===== config.mk =====
export PLATFORM = sky130hd
export DESIGN_NAME = kabf_ctrl
export DESIGN_NICKNAME = d
export VERILOG_FILES = /design/src/design/kabf_pkg.sv /design/src/design/kabf_ctrl.sv
export SDC_FILE = /design/constraint.sdc
export NUM_CORES = 1
export LEC_CHECK = 0
export BUFFER_PORTS_ARGS = -buffer_cell sky130_fd_sc_hd__clkbuf_2
export CAP_MARGIN = 20
export CORE_MARGIN = 3
export CORE_UTILIZATION = 59
export DETAILED_ROUTE_END_ITERATION = 7
export PLACE_DENSITY = 0.82
export SYNTH_ARGS = -nofsm -noshare
export SYNTH_HDL_FRONTEND = slang
export SYNTH_SLANG_ARGS = --single-unit

===== constraint.sdc =====
create_clock -name clk_i -period 4.2 [get_ports clk_i]
set_input_delay 0.42 -clock clk_i [delete_from_list [all_inputs] [get_ports clk_i]]
set_output_delay 0.42 -clock clk_i [all_outputs]
set_load 0.005 [all_outputs]

===== src/design/kabf_pkg.sv =====
`timescale 1ns / 1ps
// ----------------------------------------------------------------------------
// kabf_pkg
// shared types, constants and command codes of the angle/bias kalman filter
// ----------------------------------------------------------------------------
package kabf_pkg;

  localparam int unsigned NoiseW = 24;
  localparam int unsigned DataW  = 32;
  localparam int unsigned DtW    = 16;

  localparam logic [NoiseW-1:0] AngleNoiseRst = 24'd16777;
  localparam logic [NoiseW-1:0] BiasNoiseRst  = 24'd50332;
  localparam logic [NoiseW-1:0] MeasNoiseRst  = 24'd503316;

  // register indexes
  localparam logic [1:0] RegAngleNoise = 2'd0;
  localparam logic [1:0] RegBiasNoise  = 2'd1;
  localparam logic [1:0] RegMeasNoise  = 2'd2;

  localparam logic KindForce = 1'b1;

  // datapath steps issued by the controller
  typedef enum logic [3:0] {
    OpNone    = 4'd0,
    OpLoad    = 4'd1,
    OpForce   = 4'd2,
    OpPredA   = 4'd3,
    OpPredT   = 4'd4,
    OpPredP00 = 4'd5,
    OpPredP11 = 4'd6,
    OpDivInit = 4'd7,
    OpDivStep = 4'd8,
    OpDivEnd  = 4'd9,
    OpCorrA   = 4'd10,
    OpCorrB   = 4'd11,
    OpCorr00  = 4'd12,
    OpCorr01  = 4'd13,
    OpCorr10  = 4'd14,
    OpCorr11  = 4'd15
  } op_e;

  typedef struct packed {
    op_e  op;
    logic sel_k1;   // divide step works on the second gain
  } cmd_t;

  typedef struct packed {
    logic div_done;
  } sts_t;

  function automatic logic signed [31:0] sat32(input logic signed [65:0] x);
    logic signed [31:0] r;
    if (x > 66'sd2147483647) r = 32'sh7fffffff;
    else if (x < -66'sd2147483648) r = 32'sh80000000;
    else r = x[31:0];
    return r;
  endfunction

  // round half up then arithmetic shift
  function automatic logic signed [65:0] rsh16(input logic signed [65:0] x);
    logic signed [65:0] v;
    v = x + 66'sd32768;
    return v >>> 16;
  endfunction

  function automatic logic signed [65:0] rsh24(input logic signed [65:0] x);
    logic signed [65:0] v;
    v = x + 66'sd8388608;
    return v >>> 24;
  endfunction

endpackage


===== src/design/kabf_ctrl.sv =====
`timescale 1ns / 1ps
// ----------------------------------------------------------------------------
// kabf_ctrl
// sequencer: loads a force beat, else walks the datapath through predict, two divides and correct
// ----------------------------------------------------------------------------
module kabf_ctrl (
  input  logic           clk_i,
  input  logic           rst_ni,
  input  logic           in_valid_i,
  output logic           in_ready_o,
  input  logic           kind_i,
  output logic           out_valid_o,
  input  logic           out_ready_i,
  output kabf_pkg::cmd_t cmd_o,
  input  kabf_pkg::sts_t sts_i
);

  typedef enum logic [6:0] {
    StIdle  = 7'b0000001,
    StPred  = 7'b0000010,
    StDiv0  = 7'b0000100,
    StDiv1  = 7'b0001000,
    StCorr  = 7'b0010000,
    StForce = 7'b0100000,
    StOut   = 7'b1000000
  } state_e;

  state_e state_q, state_d;
  logic [2:0] sub_q, sub_d;

  assign in_ready_o  = (state_q == StIdle);
  assign out_valid_o = (state_q == StOut);

  always_comb begin
    state_d = state_q;
    sub_d   = sub_q;
    cmd_o.op = kabf_pkg::OpNone;
    cmd_o.sel_k1 = (state_q == StDiv1);
    unique case (state_q)
      StIdle: if (in_valid_i) begin
        cmd_o.op = kabf_pkg::OpLoad;
        state_d = (kind_i == kabf_pkg::KindForce) ? StForce : StPred;
        sub_d = '0;
      end
      StForce: begin
        cmd_o.op = kabf_pkg::OpForce;
        state_d = StOut;
      end
      StPred: begin
        unique case (sub_q)
          3'd0: cmd_o.op = kabf_pkg::OpPredA;
          3'd1: cmd_o.op = kabf_pkg::OpPredT;
          3'd2: cmd_o.op = kabf_pkg::OpPredP00;
          default: cmd_o.op = kabf_pkg::OpPredP11;
        endcase
        sub_d = sub_q + 3'd1;
        if (sub_q == 3'd3) begin
          state_d = StDiv0;
          sub_d = '0;
        end
      end
      StDiv0, StDiv1: begin
        if (sub_q == 3'd0) begin
          cmd_o.op = kabf_pkg::OpDivInit;
          sub_d = 3'd1;
        end else if (!sts_i.div_done) begin
          cmd_o.op = kabf_pkg::OpDivStep;
        end else begin
          cmd_o.op = kabf_pkg::OpDivEnd;
          sub_d = '0;
          state_d = (state_q == StDiv0) ? StDiv1 : StCorr;
        end
      end
      StCorr: begin
        unique case (sub_q)
          3'd0: cmd_o.op = kabf_pkg::OpCorrA;
          3'd1: cmd_o.op = kabf_pkg::OpCorrB;
          3'd2: cmd_o.op = kabf_pkg::OpCorr00;
          3'd3: cmd_o.op = kabf_pkg::OpCorr01;
          3'd4: cmd_o.op = kabf_pkg::OpCorr10;
          default: cmd_o.op = kabf_pkg::OpCorr11;
        endcase
        sub_d = sub_q + 3'd1;
        if (sub_q == 3'd5) state_d = StOut;
      end
      StOut: if (out_ready_i) state_d = StIdle;
      default: state_d = StIdle;
    endcase
  end

  always_ff @(posedge clk_i or negedge rst_ni) begin
    if (!rst_ni) begin
      state_q <= StIdle;
      sub_q   <= '0;
    end else begin
      state_q <= state_d;
      sub_q   <= sub_d;
    end
  end

endmodule


# Word level (Yosys, flattened, before mapping)
# Index checks and enable logic that the tools add are counted.
# word_totals
regBits,10
latch_bits,0
ramBits,0
mem_bits_ro,0
in_bits,6
output_inout_bits,7
mem_count,0
# op_classes
addsub,1
multipliers,0
n_div,0
order_cmp,0
eq_ne,19
shift,0
mux,20
bitwise_logic,0
reduce_logical,5
# op_table
cell,count
two-way mux 7 bit,6
case mux 7 bit (6 select lines),1
case mux 4 bit (5 select lines),1
case mux 3 bit (5 select lines),1
two-way mux 3 bit,4
case mux 3 bit (4 select lines),1
!= test 2 bit (second input constant),5
case mux 3 bit (3 select lines),1
== test 7 x 1 -> 1 bit (second input constant),1
== test 7 x 2 -> 1 bit (second input constant),1
== test 7 x 3 -> 1 bit (second input constant),1
== test 7 x 4 -> 1 bit (second input constant),1
== test 7 x 5 -> 1 bit (second input constant),1
== test 7 x 6 -> 1 bit (second input constant),1
== test 7 bit (second input constant),1
== test 3 x 2 -> 1 bit (second input constant),2
== test 3 bit (second input constant),2
two-way mux 6 bit,1
AND reduction 6 bit,1
two-way mux 5 bit,1
two-way mux 4 bit,1
nonzero test 4 bit,1
adder 3 x 1 -> 3 bit (second input constant),1
== test 3 x 1 -> 1 bit (second input constant),1
other kinds (6),7

# Longest topological paths before layout
# depth
word_depth,5
ltp_mapped,7
depth_no_buf,7

# Worst setup path after synthesis
# OpenSTA, ideal clock, no wires.
# synth_timing
path_kind,register -> output
from,register sub_q[0]
to,output cmd_o[2] (netlist bit)
t_arrival_ps,1424
t_required_ps,3780
setup_slack_ps,2356
stages_incl_launch_ff,6
path_buffers,0
cell_sequence,dfrtp_1 inv_1 ha_1 or4_1 a21oi_1 nand3_1
# synth_rtl
item,line_no,text
"start, declared",kabf_ctrl.sv:29,"logic [2:0] sub_q, sub_d;"
"start signal, assigned",kabf_ctrl.sv:97,sub_q <= sub_d;
"end, declared",kabf_ctrl.sv:14,"output kabf_pkg::cmd_t cmd_o,"

==> run metrics <==
count of endpoints failing setup in the final report=0; Mapped Cells=104; fraction of synthesis flops using an asynchronous set or reset pin=100.0%; initial drt markers=67; final weighted congestion in routability-driven placement=0.9265; Remaining DRCs=0; global-route met3 utilization=6.098%; post-synth net total=116; I/O Pins=13; Crit Path Category=reg2out; leakage power total=0.0004638 uW; average via count per standard cell=6.493; synthesized area per cell=8.301 sq um; number of detailed-route iterations in the first pass=4; number of clock sinks seen by CTS=10; maximum buffer depth of the clock tree=2; count of cells along the worst register-to-register path=5; Global Route met2 Usage=40.12%; clock tree root driver cell=sky130_fd_sc_hd__clkbuf_4; global-route total usage across every layer=24.37%; WP data arrival=1990 ps; sort of element at the end of the critical path=output port; unrepaired setup endpoints after global routing=no; Slowest-stage cell, CP=sky130_fd_sc_hd__dfrtp_1; max frequency=0.4155 GHz; floorplan die height=44.25 um; worst path buffer plus inverter count=1; Total Power=710.4 uW; period utilization=57.31%; actual slew at the worst max-slew pin=450.4 ps; post-route ant nets=0; result of the run=finished, final reports clean; overflow left after global routing=0; initial core utilization=64.73%; Final Hold Violating Endpoints=0; buffers inserted by post-CTS timing repair=0; Finished Core Util=73.45%; time the worst path needs with I/O delays and setup=2407 ps; Antenna Diode Count=0; maximum net fanout on the critical path=6; max-cap violations=0; Synth Cell Area=863.3 sq um; Die Area=1958 sq um; Worst Hold Slack=344.8 ps; endpoint required time on the critical path=3780 ps; fraction of layout cells with a size suffix above 1=21.01%; number of global-route vias before repair=824; crit path cell chain=nor3_2, nand2_1, nor3b_1, a21oi_1, nand3_1, clkbuf_2; delay of the slowest cell on the worst path=460 ps; post-detail-place hpwl=1630 um; TritonCTS clock tree=done; summed negative setup slack over all endpoints=0 ps; die span in x=44.25 um; DR vias=870; final slew viol count=0; Synthesis Warnings=0; post-synthesis cell type count=40; initial antenna violation count=0; # nets final=132; CTS H-tree lvls=1; floorplan row count=13; final setup skew=15.93 ps; path category of the worst min-delay check=in2reg; number of enable-type register cells in the synthesized netlist=0; wirelength, routed=2186 um; Num CTS Buffers=3; GR Util met1=31.46%; Peak VDD IR=0.5043 mV; clk_lat worst skew=290 ps; global-route layer with the greatest usage=met2; Power Density=725.1 nW/um^2; wire length of the first global-routing pass=3505 um; Std-Cell Core Area=1334 sq um; critical path depth=6; largest net degree at the start of global routing=11; Area Overhead vs Synth=13.48%; CP top delay family=simple AND/OR/NAND/NOR gates; average wire per standard cell=16.31 um; Synth Register Bits=10; Worst Setup Start Kind=flip-flop; worst max-slew margin expressed relative to the limit=69.91%; clock transition at the register clock pins on the worst setup and hold paths after CTS=80 ps; fraction of the yosys area taken by sequential cells=29.13%; number of buffers inserted by port buffering=12; quantity of gates resized following cts=0; WHS Path Cells=2; top_reg_cell synth=sky130_fd_sc_hd__dfrtp_1
[flip-flops by register name (all words and copies together), names as in the netlist]
| register | count |
|---|---|
| sub_q | 3 |
| state_q | 7 |
[repair_timing]
item                                   in CTS  in global routing
setup endpoints to repair                   0                  0
hold buffers                                1                  0
endpoints found under the hold margin       3                  0
[kinds of logic after synthesis]
logic type | synth area share (%)
multiplexers | 2.609
adder cells (fa/ha/maj) | 8.695
flip-flops | 29.13
AO/OA/AOI/OAI | 21.45
XOR/XNOR | 2.029
buffers and inverters | 4.058
AND/OR/NAND/NOR | 32.03
[placed cells by master, fill, tap and decap left out, types with 2 or more instances in the layout]
| master | instances |
|---|---|
| sky130_fd_sc_hd__dfrtp_1 | 9 |
| sky130_fd_sc_hd__clkbuf_2 | 12 |
| sky130_fd_sc_hd__and3_1 | 2 |
| sky130_fd_sc_hd__nand4_1 | 2 |
| sky130_fd_sc_hd__nor2b_1 | 3 |
| sky130_fd_sc_hd__nor2_1 | 11 |
| sky130_fd_sc_hd__ha_1 | 6 |
| sky130_fd_sc_hd__nand2b_1 | 3 |
| sky130_fd_sc_hd__nand2_1 | 8 |
| sky130_fd_sc_hd__mux2_1 | 2 |
| sky130_fd_sc_hd__o41ai_1 | 2 |
| sky130_fd_sc_hd__nor3_1 | 3 |
| sky130_fd_sc_hd__inv_1 | 7 |
| sky130_fd_sc_hd__a22o_1 | 2 |
| sky130_fd_sc_hd__nor3b_1 | 4 |
| sky130_fd_sc_hd__clkbuf_4 | 3 |
| sky130_fd_sc_hd__a21oi_1 | 4 |
| sky130_fd_sc_hd__o21ai_0 | 6 |
| sky130_fd_sc_hd__nand3_1 | 7 |
[worst register-to-register path, delay by kind of cell, from the launching register on]
family | cells | cell delay, ps
and+or+nand+nor | 2 | 720
AOI/OAI and AO/OA | 3 | 690
DFF | 1 | 470
[synthesized netlist by cell type, drive strengths merged, types with 2 or more instances]
master   n  share of area (%)
nand4    2                1.4
nor2    12                5.5
nor3b    5                4.9
mux2     2                2.6
nand3    7                4.1
inv      7                3.0
ha       6                8.7
o211ai   2                2.3
nand2    9                4.2
nor2b    3                2.2
a22o     2                2.0
and3     2                1.4
a21oi    5                3.3
nor3     4                2.9
o41ai    2                2.0
o21ai    6                3.5
dfrtp    9                 26
nand2b   3                2.2
[stage by stage]
| stage | cell area (sq um) | setup WS [ps] | instances |
|---|---|---|---|
| detailed placement | 933.4 | 2152 | 129 |
| finish | 979.7 | 1793 | 134 |
| floorplan | 863.3 | 2356 | 104 |
| CTS | 979.7 | 1851 | 134 |
| global placement | 933.4 | 2192 | 129 |
| global route | 979.7 | 1714 | 134 |
[path summary, 6_finish.rpt]
check | startpoint | endpoint | slack, ps
max | state_q[6] | cmd_o[2] | 1790
min | kind_i | state_q[1] | 340
max reg2reg | state_q[3] | sub_q[2] | 2190
min reg2reg | sub_q[1] | sub_q[1] | 570
max in group asynchronous | rst_ni | state_q[0] | 3400
min in group asynchronous | rst_ni | state_q[4] | 530
[layer usage]
metal  part of all wire (%)  wire, um  up-vias
li1                       -         -      411
met4                    1.3        28        0
met1                     43       940      400
met3                    8.8       192        4
met5                      0         0        -
met2                     47      1024       55
[cell type report]
class,count,area (sq um)
multi-input combinational,85,576.8
fill,95,354.1
sequential,10,251.5
timing repair buffer,13,70.07
clock buffer,4,36.28
inverter,7,26.28
tap,15,18.77
[power by group]
part           total [uW]  switching (uW)  internal (uW)
Combinational         442             264            178
Clock                92.7            39.9           52.8
Sequential            176            45.7            130
Total                 710             350            361
No activity file was read; power rests on OpenSTA's default activity.
